File: config.mk
export PLATFORM = sky130hd
export DESIGN_NAME = epoch_seconds_to_calendar
export DESIGN_NICKNAME = d
export VERILOG_FILES = /design/src/design/esc_pkg.sv /design/src/design/esc_cdiv.sv /design/src/design/epoch_seconds_to_calendar.sv
export SDC_FILE = /design/constraint.sdc
export NUM_CORES = 2
export LEC_CHECK = 0
export ABC_AREA = 1
export ABC_CLOCK_PERIOD_IN_PS = 7900
export BUFFER_PORTS_ARGS = -buffer_cell sky130_fd_sc_hd__clkbuf_2
export CAP_MARGIN = 20
export CORE_MARGIN = 2
export CORE_UTILIZATION = 30
export DETAILED_ROUTE_END_ITERATION = 6
export PLACE_DENSITY = 0.55
export RECOVER_POWER = 25
export REMOVE_ABC_BUFFERS = 1
export SETUP_SLACK_MARGIN = 0.15
export SLEW_MARGIN = 20
export SYNTH_ARGS = -nofsm -noshare
export SYNTH_HDL_FRONTEND = slang
export SYNTH_SLANG_ARGS = --single-unit
File: constraint.sdc
create_clock -name clock -period 7.9 [get_ports clock]
set_input_delay 0.79 -clock clock [delete_from_list [all_inputs] [get_ports clock]]
set_output_delay 0.79 -clock clock [all_outputs]
set_load 0.1 [all_outputs]
File: src/design/esc_pkg.sv
// Shared constants, types and tables for the epoch seconds to calendar converter.
// Depends on nothing; used by epoch_seconds_to_calendar.

package esc_pkg;

   // Time of day.
   localparam int unsigned SecPerMinute = 60;
   localparam int unsigned SecPerHour   = 3600;
   localparam int unsigned SecPerDay    = 86400;

   // The day split works on seconds >> 7, then divides by the odd factor.
   localparam int unsigned DayShift     = 7;
   localparam int unsigned DayOddFactor = SecPerDay >> DayShift;

   // Calendar constants of the civil-from-days algorithm.
   localparam int unsigned ShiftToMarch = 719468;
   localparam int unsigned DaysPerEra   = 146097;
   localparam int unsigned LastEraDay   = DaysPerEra - 1;
   localparam int unsigned Days4Yr      = 1460;
   localparam int unsigned Days100Yr    = 36524;
   localparam int unsigned DaysPerYear  = 365;
   localparam int unsigned YearsPerEra  = 400;
   localparam int unsigned YearsPerCent = 100;
   localparam int unsigned MonthsMarchToDec = 10;

   // Bias that makes every day count positive: seconds get this many days
   // added, so the whole day split runs on unsigned words.
   localparam longint unsigned SecBiasDays = 64'd1 << 31;
   localparam logic [48:0] SecBias = 49'(SecBiasDays * SecPerDay);

   // The same bias rounded up to whole eras, folded with the March shift.
   localparam longint unsigned EraBiasCount = (SecBiasDays + DaysPerEra - 1) / DaysPerEra;
   localparam logic [32:0] EraBias =
      33'(EraBiasCount * DaysPerEra - SecBiasDays + ShiftToMarch);
   localparam logic [23:0] YearBias = 24'(EraBiasCount * YearsPerEra);

   // Rounded-up reciprocals; the shift is the input width plus the divisor's bits,
   // which keeps the product exact over the whole input range.
   typedef logic [19:0] recip_type;

   localparam int unsigned ShiftD4Yr   = 29;
   localparam int unsigned ShiftD100Yr = 34;
   localparam int unsigned ShiftD365   = 27;
   localparam int unsigned ShiftD100   = 16;
   localparam int unsigned ShiftD153   = 19;
   localparam int unsigned ShiftDHour  = 29;
   localparam int unsigned ShiftDMin   = 18;

   localparam recip_type RecipD4Yr =
      20'(((64'd1 << ShiftD4Yr) + Days4Yr - 1) / Days4Yr);
   localparam recip_type RecipD100Yr =
      20'(((64'd1 << ShiftD100Yr) + Days100Yr - 1) / Days100Yr);
   localparam recip_type RecipD365 =
      20'(((64'd1 << ShiftD365) + DaysPerYear - 1) / DaysPerYear);
   localparam recip_type RecipD100 =
      20'(((64'd1 << ShiftD100) + YearsPerCent - 1) / YearsPerCent);
   localparam recip_type RecipD153 = 20'(((64'd1 << ShiftD153) + 153 - 1) / 153);
   localparam recip_type RecipDHour =
      20'(((64'd1 << ShiftDHour) + SecPerHour - 1) / SecPerHour);
   localparam recip_type RecipDMin =
      20'(((64'd1 << ShiftDMin) + SecPerMinute - 1) / SecPerMinute);

   // Latency of one constant divider and of the whole converter.
   localparam int unsigned CdivLatency = 3;
   localparam int unsigned PipeLatency = 1 + 3 * CdivLatency + 8;

   // First day of each March-based month within the year.
   function automatic logic [8:0] month_start(input logic [3:0] mp);
      logic [8:0] days;
      case (mp)
         4'd0:    days = 9'd0;
         4'd1:    days = 9'd31;
         4'd2:    days = 9'd61;
         4'd3:    days = 9'd92;
         4'd4:    days = 9'd122;
         4'd5:    days = 9'd153;
         4'd6:    days = 9'd184;
         4'd7:    days = 9'd214;
         4'd8:    days = 9'd245;
         4'd9:    days = 9'd275;
         4'd10:   days = 9'd306;
         4'd11:   days = 9'd337;
         default: days = 9'd0;
      endcase
      return days;
   endfunction

endpackage

File: src/design/esc_cdiv.sv
// Pipelined floor division of an unsigned word by a constant, with remainder.
// Stand-alone: reciprocal multiply, back-multiply, one correction step.

module esc_cdiv #(
   parameter int unsigned XWidth    = 32,
   parameter int unsigned QWidth    = 16,
   parameter int unsigned RWidth    = 16,
   parameter int unsigned SideWidth = 1,
   parameter int unsigned Divisor   = 3
) (
   input  logic                 clock,
   input  logic                 reset,
   input  logic                 in_valid,
   input  logic [XWidth-1:0]    in_x,
   input  logic [SideWidth-1:0] in_side,
   output logic                 out_valid,
   output logic [QWidth-1:0]    out_quot,
   output logic [RWidth-1:0]    out_rem,
   output logic [SideWidth-1:0] out_side
);

   // Truncated reciprocal: the estimate is the true quotient or one below it.
   localparam int unsigned RecipWidth = XWidth - $clog2(Divisor) + 1;
   localparam int unsigned ProdWidth  = XWidth + RecipWidth;
   localparam logic [RecipWidth-1:0] Recip = RecipWidth'((65'd1 << XWidth) / Divisor);

   logic                 v1_ff, v2_ff, v3_ff;
   logic [ProdWidth-1:0] prod_ff, prod_in;
   logic [XWidth-1:0]    x1_ff;
   logic [SideWidth-1:0] side1_ff, side2_ff, side3_ff;
   logic [QWidth-1:0]    q2_ff, q2_in, q3_ff, q3_in;
   logic [RWidth:0]      r2_ff, r2_in;
   logic [RWidth-1:0]    r3_ff, r3_in;
   logic [XWidth-1:0]    back, diff;

   // Stage 1: multiply by the reciprocal.
   assign prod_in = ProdWidth'(in_x) * ProdWidth'(Recip);

   // Stage 2: quotient estimate and the remainder it leaves (below twice the divisor).
   always_comb begin
      q2_in = prod_ff[XWidth +: QWidth];
      back  = XWidth'(XWidth'(q2_in) * XWidth'(Divisor));
      diff  = x1_ff - back;
      r2_in = diff[RWidth:0];
   end

   // Stage 3: one correction step.
   always_comb begin
      if (r2_ff >= (RWidth+1)'(Divisor)) begin
         q3_in = q2_ff + QWidth'(1);
         r3_in = RWidth'(r2_ff - (RWidth+1)'(Divisor));
      end else begin
         q3_in = q2_ff;
         r3_in = RWidth'(r2_ff);
      end
   end

   // Valid bits.
   always_ff @(posedge clock) begin
      if (reset) begin
         v1_ff <= 1'b0;
         v2_ff <= 1'b0;
         v3_ff <= 1'b0;
      end else begin
         v1_ff <= in_valid;
         v2_ff <= v1_ff;
         v3_ff <= v2_ff;
      end
   end

   // Data registers.
   always_ff @(posedge clock) begin
      prod_ff  <= prod_in;
      x1_ff    <= in_x;
      side1_ff <= in_side;
      q2_ff    <= q2_in;
      r2_ff    <= r2_in;
      side2_ff <= side1_ff;
      q3_ff    <= q3_in;
      r3_ff    <= r3_in;
      side3_ff <= side2_ff;
   end

   assign out_valid = v3_ff;
   assign out_quot  = q3_ff;
   assign out_rem   = r3_ff;
   assign out_side  = side3_ff;

`ifndef SYNTHESIS
   // The estimate is never more than one divisor short.
   a_estimate_close: assert property (@(posedge clock) disable iff (reset)
      v2_ff |-> (r2_ff < (RWidth+1)'(2 * Divisor)))
      else $error("esc_cdiv: quotient estimate off by more than one");

   // After correction the remainder is a true remainder.
   a_rem_range: assert property (@(posedge clock) disable iff (reset)
      v3_ff |-> (r3_ff < RWidth'(Divisor)))
      else $error("esc_cdiv: remainder not below divisor");

   // Every word that enters comes out at the output; none is lost in the pipeline.
   a_latency: assert property (@(posedge clock) disable iff (reset)
      in_valid |-> ##3 out_valid)
      else $error("esc_cdiv: word lost in the pipeline");
`endif

endmodule

File: src/design/epoch_seconds_to_calendar.sv
// Top level: converts signed epoch seconds into a Gregorian date and time of day.
// Depends on esc_pkg and on esc_cdiv for the three divisions by large constants.
//
//   channel  | ports                                  | handshake
//   ---------+----------------------------------------+---------------------------
//   request  | req_epoch_seconds                      | start high while busy low
//   response | rsp_year/month/day/hour/minute/second  | rsp_strobe, one cycle each
//
// One word is taken every cycle. Each word passes through three pipelined constant
// dividers (by 675 twice for the day split, by 146097 for the era) and then through
// the date and time stages behind them.
// Reset clears only the valid bits; no payload register is reset.
// busy stays low: nothing in the pipeline waits, and results cannot be held off.

module epoch_seconds_to_calendar (
   input  logic               clock,
   input  logic               reset,
   input  logic               start,
   output logic               busy,
   input  logic signed [47:0] req_epoch_seconds,
   output logic               rsp_strobe,
   output logic signed [23:0] rsp_year,
   output logic [3:0]         rsp_month,
   output logic [4:0]         rsp_day,
   output logic [4:0]         rsp_hour,
   output logic [5:0]         rsp_minute,
   output logic [5:0]         rsp_second
);
   import esc_pkg::*;

   logic accept;

   // Stage 0: biased seconds, always positive.
   logic        s0_valid_ff;
   logic [48:0] s0_u_ff, s0_u_in;

   // First and second divisions by 675 (long division on 21-bit digits).
   logic        c1_valid, c2_valid, c3_valid;
   logic [11:0] c1_quot;
   logic [9:0]  c1_rem, c2_rem;
   logic [27:0] c1_side;
   logic [20:0] c2_quot;
   logic [18:0] c2_side;

   // Day count with era bias, and second of day.
   logic        s1_valid_ff;
   logic [31:0] s1_x_ff, s1_x_in;
   logic [16:0] s1_sod_ff, s1_sod_in;

   // Era division.
   logic [14:0] c3_quot;
   logic [17:0] c3_rem;
   logic [16:0] c3_side;

   // Date and time stages.
   logic        p1_valid_ff, p2_valid_ff, p3_valid_ff, p4_valid_ff;
   logic        p5_valid_ff, p6_valid_ff, p7_valid_ff;
   logic [17:0] p1_doe_ff, p2_doe_ff, p3_doe_ff, p4_doe_ff;
   logic [6:0]  p1_a_ff, p1_a_in;
   logic [2:0]  p1_b_ff, p1_b_in;
   logic        p1_c_ff;
   logic [23:0] p1_ybase_ff, p1_ybase_in, p2_ybase_ff, p3_ybase_ff;
   logic [23:0] p4_ybase_ff, p5_ybase_ff, p6_ybase_ff;
   logic [16:0] p1_sod_ff;
   logic [4:0]  p1_hour_ff, p1_hour_in, p2_hour_ff, p3_hour_ff, p4_hour_ff;
   logic [4:0]  p5_hour_ff, p6_hour_ff;
   logic [17:0] p2_t_ff, p2_t_in;
   logic [11:0] p2_hs_ff, p2_hs_in, p3_hs_ff;
   logic [8:0]  p3_yoe_ff, p3_yoe_in, p4_yoe_ff, p5_yoe_ff, p6_yoe_ff;
   logic [5:0]  p3_min_ff, p3_min_in, p4_min_ff, p5_min_ff, p6_min_ff;
   logic [17:0] p4_ydays_ff, p4_ydays_in;
   logic [5:0]  p4_sec_ff, p4_sec_in, p5_sec_ff, p6_sec_ff;
   logic [8:0]  p5_doy_ff, p5_doy_in, p6_doy_ff;
   logic [3:0]  p6_mp_ff, p6_mp_in;
   logic [23:0] p7_year_ff, p7_year_in;
   logic [3:0]  p7_month_ff, p7_month_in;
   logic [4:0]  p7_day_ff, p7_day_in;
   logic [4:0]  p7_hour_ff;
   logic [5:0]  p7_min_ff, p7_sec_ff;

   logic [39:0] prod_a, prod_b, prod_hour, prod_yoe;
   logic [31:0] prod_min, prod_y100, prod_mp;
   logic [2:0]  y100;
   logic [11:0] mp_num;
   logic [8:0]  day_wide;

   // The pipeline never stalls.
   assign busy   = 1'b0;
   assign accept = start && !busy;

   // Sign-extend and add the day bias.
   assign s0_u_in = {req_epoch_seconds[47], req_epoch_seconds} + SecBias;

   // High digit of (seconds >> 7) divided by 675.
   esc_cdiv #(
      .XWidth(21), .QWidth(12), .RWidth(10), .SideWidth(28), .Divisor(DayOddFactor)
   ) u_cdiv_hi (
      .clock(clock), .reset(reset),
      .in_valid(s0_valid_ff), .in_x(s0_u_ff[48:28]), .in_side(s0_u_ff[27:0]),
      .out_valid(c1_valid), .out_quot(c1_quot), .out_rem(c1_rem), .out_side(c1_side)
   );

   // Low digit, with the high remainder brought down.
   esc_cdiv #(
      .XWidth(31), .QWidth(21), .RWidth(10), .SideWidth(19), .Divisor(DayOddFactor)
   ) u_cdiv_lo (
      .clock(clock), .reset(reset),
      .in_valid(c1_valid), .in_x({c1_rem, c1_side[27:7]}),
      .in_side({c1_quot, c1_side[6:0]}),
      .out_valid(c2_valid), .out_quot(c2_quot), .out_rem(c2_rem), .out_side(c2_side)
   );

   // Biased day count shifted to the March epoch and rounded to whole eras.
   always_comb begin
      s1_x_in   = 32'({c2_side[18:7], c2_quot} + EraBias);
      s1_sod_in = {c2_rem, c2_side[6:0]};
   end

   // Era and day of era.
   esc_cdiv #(
      .XWidth(32), .QWidth(15), .RWidth(18), .SideWidth(17), .Divisor(DaysPerEra)
   ) u_cdiv_era (
      .clock(clock), .reset(reset),
      .in_valid(s1_valid_ff), .in_x(s1_x_ff), .in_side(s1_sod_ff),
      .out_valid(c3_valid), .out_quot(c3_quot), .out_rem(c3_rem), .out_side(c3_side)
   );

   // Stage p1: leap corrections of the day of era, hour, year base of the era.
   always_comb begin
      prod_a      = 40'(c3_rem) * 40'(RecipD4Yr);
      prod_b      = 40'(c3_rem) * 40'(RecipD100Yr);
      prod_hour   = 40'(c3_side) * 40'(RecipDHour);
      p1_a_in     = 7'(prod_a >> ShiftD4Yr);
      p1_b_in     = 3'(prod_b >> ShiftD100Yr);
      p1_hour_in  = 5'(prod_hour >> ShiftDHour);
      p1_ybase_in = 24'(24'(c3_quot) * 24'(YearsPerEra)) - YearBias;
   end

   // Stage p2: day count without leap days, seconds within the hour.
   always_comb begin
      p2_t_in  = p1_doe_ff - 18'(p1_a_ff) + 18'(p1_b_ff) - 18'(p1_c_ff);
      p2_hs_in = 12'(p1_sod_ff - 17'(17'(p1_hour_ff) * 17'(SecPerHour)));
   end

   // Stage p3: year of era, minute.
   always_comb begin
      prod_yoe  = 40'(p2_t_ff) * 40'(RecipD365);
      prod_min  = 32'(p2_hs_ff) * 32'(RecipDMin);
      p3_yoe_in = 9'(prod_yoe >> ShiftD365);
      p3_min_in = 6'(prod_min >> ShiftDMin);
   end

   // Stage p4: days before this year within the era, second.
   always_comb begin
      prod_y100   = 32'(p3_yoe_ff) * 32'(RecipD100);
      y100        = 3'(prod_y100 >> ShiftD100);
      p4_ydays_in = 18'(18'(p3_yoe_ff) * 18'(DaysPerYear)) + 18'(p3_yoe_ff >> 2)
                    - 18'(y100);
      p4_sec_in   = 6'(p3_hs_ff - 12'(12'(p3_min_ff) * 12'(SecPerMinute)));
   end

   // Stage p5: day of the March-based year.
   assign p5_doy_in = 9'(p4_doe_ff - p4_ydays_ff);

   // Stage p6: March-based month.
   always_comb begin
      mp_num   = 12'(12'(p5_doy_ff) * 12'd5) + 12'd2;
      prod_mp  = 32'(mp_num) * 32'(RecipD153);
      p6_mp_in = 4'(prod_mp >> ShiftD153);
   end

   // Stage p7: day of month, civil month, and the year (January and February
   // belong to the next civil year).
   always_comb begin
      day_wide  = p6_doy_ff - month_start(p6_mp_ff) + 9'd1;
      p7_day_in = day_wide[4:0];
      if (p6_mp_ff < 4'(MonthsMarchToDec)) begin
         p7_month_in = p6_mp_ff + 4'd3;
         p7_year_in  = p6_ybase_ff + 24'(p6_yoe_ff);
      end else begin
         p7_month_in = p6_mp_ff - 4'd9;
         p7_year_in  = p6_ybase_ff + 24'(p6_yoe_ff) + 24'd1;
      end
   end

   // Valid bits.
   always_ff @(posedge clock) begin
      if (reset) begin
         s0_valid_ff <= 1'b0;
         s1_valid_ff <= 1'b0;
         p1_valid_ff <= 1'b0;
         p2_valid_ff <= 1'b0;
         p3_valid_ff <= 1'b0;
         p4_valid_ff <= 1'b0;
         p5_valid_ff <= 1'b0;
         p6_valid_ff <= 1'b0;
         p7_valid_ff <= 1'b0;
      end else begin
         s0_valid_ff <= accept;
         s1_valid_ff <= c2_valid;
         p1_valid_ff <= c3_valid;
         p2_valid_ff <= p1_valid_ff;
         p3_valid_ff <= p2_valid_ff;
         p4_valid_ff <= p3_valid_ff;
         p5_valid_ff <= p4_valid_ff;
         p6_valid_ff <= p5_valid_ff;
         p7_valid_ff <= p6_valid_ff;
      end
   end

   // Data registers.
   always_ff @(posedge clock) begin
      s0_u_ff     <= s0_u_in;
      s1_x_ff     <= s1_x_in;
      s1_sod_ff   <= s1_sod_in;

      p1_doe_ff   <= c3_rem;
      p1_a_ff     <= p1_a_in;
      p1_b_ff     <= p1_b_in;
      p1_c_ff     <= (c3_rem == 18'(LastEraDay));
      p1_ybase_ff <= p1_ybase_in;
      p1_sod_ff   <= c3_side;
      p1_hour_ff  <= p1_hour_in;

      p2_t_ff     <= p2_t_in;
      p2_hs_ff    <= p2_hs_in;
      p2_doe_ff   <= p1_doe_ff;
      p2_ybase_ff <= p1_ybase_ff;
      p2_hour_ff  <= p1_hour_ff;

      p3_yoe_ff   <= p3_yoe_in;
      p3_min_ff   <= p3_min_in;
      p3_hs_ff    <= p2_hs_ff;
      p3_doe_ff   <= p2_doe_ff;
      p3_ybase_ff <= p2_ybase_ff;
      p3_hour_ff  <= p2_hour_ff;

      p4_ydays_ff <= p4_ydays_in;
      p4_sec_ff   <= p4_sec_in;
      p4_doe_ff   <= p3_doe_ff;
      p4_ybase_ff <= p3_ybase_ff;
      p4_yoe_ff   <= p3_yoe_ff;
      p4_hour_ff  <= p3_hour_ff;
      p4_min_ff   <= p3_min_ff;

      p5_doy_ff   <= p5_doy_in;
      p5_ybase_ff <= p4_ybase_ff;
      p5_yoe_ff   <= p4_yoe_ff;
      p5_hour_ff  <= p4_hour_ff;
      p5_min_ff   <= p4_min_ff;
      p5_sec_ff   <= p4_sec_ff;

      p6_mp_ff    <= p6_mp_in;
      p6_doy_ff   <= p5_doy_ff;
      p6_ybase_ff <= p5_ybase_ff;
      p6_yoe_ff   <= p5_yoe_ff;
      p6_hour_ff  <= p5_hour_ff;
      p6_min_ff   <= p5_min_ff;
      p6_sec_ff   <= p5_sec_ff;

      p7_year_ff  <= p7_year_in;
      p7_month_ff <= p7_month_in;
      p7_day_ff   <= p7_day_in;
      p7_hour_ff  <= p6_hour_ff;
      p7_min_ff   <= p6_min_ff;
      p7_sec_ff   <= p6_sec_ff;
   end

   // Result ports.
   assign rsp_strobe = p7_valid_ff;
   assign rsp_year   = signed'(p7_year_ff);
   assign rsp_month  = p7_month_ff;
   assign rsp_day    = p7_day_ff;
   assign rsp_hour   = p7_hour_ff;
   assign rsp_minute = p7_min_ff;
   assign rsp_second = p7_sec_ff;

`ifndef SYNTHESIS
   // Every accepted word gives exactly one result, a fixed time later.
   a_one_result: assert property (@(posedge clock) disable iff (reset)
      accept |-> ##PipeLatency rsp_strobe)
      else $error("epoch_seconds_to_calendar: result missing");

   a_no_extra: assert property (@(posedge clock) disable iff (reset)
      !accept |-> ##PipeLatency !rsp_strobe)
      else $error("epoch_seconds_to_calendar: result without a request");

   // Every field of a result lies in its calendar range.
   a_field_range: assert property (@(posedge clock) disable iff (reset)
      rsp_strobe |-> (rsp_month >= 4'd1 && rsp_month <= 4'd12 && rsp_day >= 5'd1
                      && rsp_hour <= 5'd23 && rsp_minute <= 6'd59
                      && rsp_second <= 6'd59))
      else $error("epoch_seconds_to_calendar: field out of range");

   // Short months never run past day 30, and February never past day 29.
   a_short_month: assert property (@(posedge clock) disable iff (reset)
      rsp_strobe |-> ((rsp_month != 4'd2 || rsp_day <= 5'd29)
                      && ((rsp_month != 4'd4 && rsp_month != 4'd6
                           && rsp_month != 4'd9 && rsp_month != 4'd11)
                          || rsp_day <= 5'd30)))
      else $error("epoch_seconds_to_calendar: day past end of month");
`endif

endmodule
==> run metrics <==
placed cells 12.7k; commonest non-fill, non-tap cell in the layout inv_1; area occupied by multi-input gates 56200 sq um; Post-Synth XOR/XNOR Area 0.0412; worst slew pin tran 955 ps; post-synthesis compound-gate area fraction 0.0536; CTS tree yes; Post-Route Skew 54.2 ps; Vias 55.9k; RSZ-0062 raised after global routing false; initial antenna violation count 4; post-route core utilization 0.334; CTS H-Tree Depth 3; pre-CTS WS 1410 ps; Reg2Reg Depth 28; number of distinct library cells after synthesis 63; crit path buf inv count 4; fmax 0.155 GHz; Seq. cell area 19600 sq um; largest net degree at the start of global routing 51; fillers 28.6k; max-slew headroom at the worst pin 0.362; CTS clock-pin slew for the worst setup and hold paths 70 ps; crit path time final 6440 ps; most frequent cells in the layout inv_1, ha_1, dfxtp_1, fa_1, nand2_1; synthesized area 83900 sq um; Setup CP Type register to register; Worst Setup End Kind register; Crit. Startpoint p5_doy_ff[1]; FP Rows 194; crit path DAT 7050 ps; critical path fanouts, max 6; TritonCTS buffer count 109; initial DRC count 2143; Port Buf Inserts 101; Final Hold Viols 0; Final #Nets 11.7k; register-to-register setup slack 1460 ps; max-cap violations 0; largest family of logic cells by synthesized area adder cells; Tot GR Track Use 0.132; Core Footprint 279000 sq um; grt ovf 0; Root Buffer clkbuf_16; final-report max-slew violation count 0; RePlAce Congestion 0.873; Top FF cell, synth dfxtp_1; Residual DRC 0; Ys Warns 0; Vias per Instance 4.34; DR WL/cell 14.2 um; EDFF count, synth 0; Die Area 284000 sq um; Mapped Cells 8844; Final Instance Count excl. Fillers 12.9k; DRT antenna net count 0; die height 533 um; via count of the first global-routing pass 60.6k; Slowest-stage cell, CP fa_1; FF-to-FF Start p5_doy_ff[1]; P&R area growth vs syn 10.9%; layout cells sized above 1 0.0403; CTS sink cnt 980; required time of the critical path 8520 ps; Worst setup SP type register; status finished, final reports clean; CTS resizes 0; Post-CTS Hold Fix Bufs 0; sum of negative setup slack 0 ps; simple logic cell fraction of the synthesized area 0.0945; post-synthesis mux area share 0.000671; clk buf depth 3; worst min path class input pin to register; Seq/Total Area, Yosys 0.234; I/O pins 103; crit-path most repeated cell nand2_1; fin crit share 0.815; # Post-CTS Setup Buffers 0; Die X 533 um; Post-DP HPWL 157000 um; first-pass GRT wire length 309000 um; Post-synth ARST share 0; FF+latch count, synth 980; Post-Route WL 183000 um; # diodes 0; crit-path leading delay family adder cells; PnR worst setup slack 1460 ps; syn avg cell area 9.49 sq um; adder-cell share of the synthesized area 0.479; highest cell delay on the worst timing path 540 ps; Starting Density 0.301; final setup violation count 0; first drt pass iteration count 5; Crit path depth 28; Worst-Skew Late Latency 780 ps
-- metal layers --
layer / GRT usage / vias up / wire length, um
li1: - / 28150 / -
met1: 0.174 / 26785 / 86100
met2: 0.228 / 703 / 86600
met3: 0.0146 / 254 / 4970
met4: 0.0342 / 0 / 4850
met5: 0 / - / 0
-- cells by family after synthesis --
group | after synthesis
AOI/OAI and AO/OA | 810
xor gates and xnor gates | 391
adders and majority gates | 2629
buffers and inverters | 2166
DFF | 980
muxes | 5
other | 1
and+or+nand+nor | 1862
-- registers in the layout, indices dropped and copies added (netlist names), 21 cells and up, named ones only --
register,flops
rsp_year,24
s0_u_ff,49
s1_x_ff,32
u_cdiv_hi.out_side,28
u_cdiv_hi.side1_ff,28
u_cdiv_hi.side2_ff,28
u_cdiv_lo.out_quot,21
u_cdiv_lo.prod_ff,25
u_cdiv_lo.q2_ff,21
-- worst register-to-register path: cells and delay by family, from the launching register on --
| kind | cells | cell delay (ps) |
|---|---|---|
| compound gates | 6 | 930 |
| simple gates | 9 | 810 |
| xor+xnor | 1 | 520 |
| flops | 1 | 440 |
| fa+ha+maj | 8 | 3330 |
| buf+inv | 4 | 310 |
-- through the flow --
stage,hold slack (ps),cell area [sq um]
after floorplan,310,83800
after global placement,310,89100
after detailed placement,312,89100
after CTS,67.4,93000
after global routing,85.9,93000
final,136,93000
-- worst min path at each step --
stage / from / endpoint / slack [ps] / cells after the start
2_1_floorplan: p1_sod_ff[0] / p2_hs_ff[0] / 310 / 0
3_3_place_gp: u_cdiv_lo.side1_ff[15] / u_cdiv_lo.side2_ff[15] / 310 / 0
3_5_place_dp: p1_ybase_ff[17] / p2_ybase_ff[17] / 310 / 0
4_1_cts: req_epoch_seconds[33] / s0_u_ff[33] / 70 / 1
5_1_grt: req_epoch_seconds[34] / s0_u_ff[34] / 90 / 1
6_report: req_epoch_seconds[33] / s0_u_ff[33] / 140 / 1
-- area by class of cell --
cell class | count | area share
multi-input cells | 5698 | 0.604
repair buffers | 115 | 0.00676
inverters | 2150 | 0.0867
well taps | 3724 | 0.0501
clock inverters | 64 | 0.00905
flip-flops and latches | 980 | 0.211
clock buffers | 139 | 0.0328
-- synthesized netlist by cell type (all sizes together) (2+ instances only) --
cell type / n / area share
inv: 2149 / 0.096
or2: 10 / 0.00075
ha: 1655 / 0.25
a41oi: 2 / 0.00021
o22ai: 2 / 0.00015
o41ai: 2 / 0.00021
a21o: 35 / 0.0031
xor2: 258 / 0.027
o21bai: 20 / 0.0018
o2111ai: 8 / 0.00091
dfxtp: 980 / 0.23
clkbuf: 3 / 0.00013
a31oi: 31 / 0.0023
mux2: 5 / 0.00067
and3: 5 / 0.00037
xnor2: 132 / 0.014
a221oi: 3 / 0.00031
a211oi: 11 / 0.00098
o31ai: 10 / 0.00089
nor2: 415 / 0.019
nor4: 37 / 0.0028
buf: 13 / 0.00086
nand3: 219 / 0.013
nor3: 82 / 0.0051
nand2: 978 / 0.044
o211ai: 13 / 0.0012
nand3b: 18 / 0.0016
nor3b: 5 / 0.00051
and2: 5 / 0.00037
nand4: 87 / 0.0065
fa: 974 / 0.23
o21a: 17 / 0.0015
a21oi: 380 / 0.023
o21ai: 259 / 0.016
a21boi: 10 / 0.00094
o221ai: 3 / 0.00031
Power is left out: the tool's default activity adds up to more than one toggle a clock period on the data nets, which glitch-free logic cannot reach.
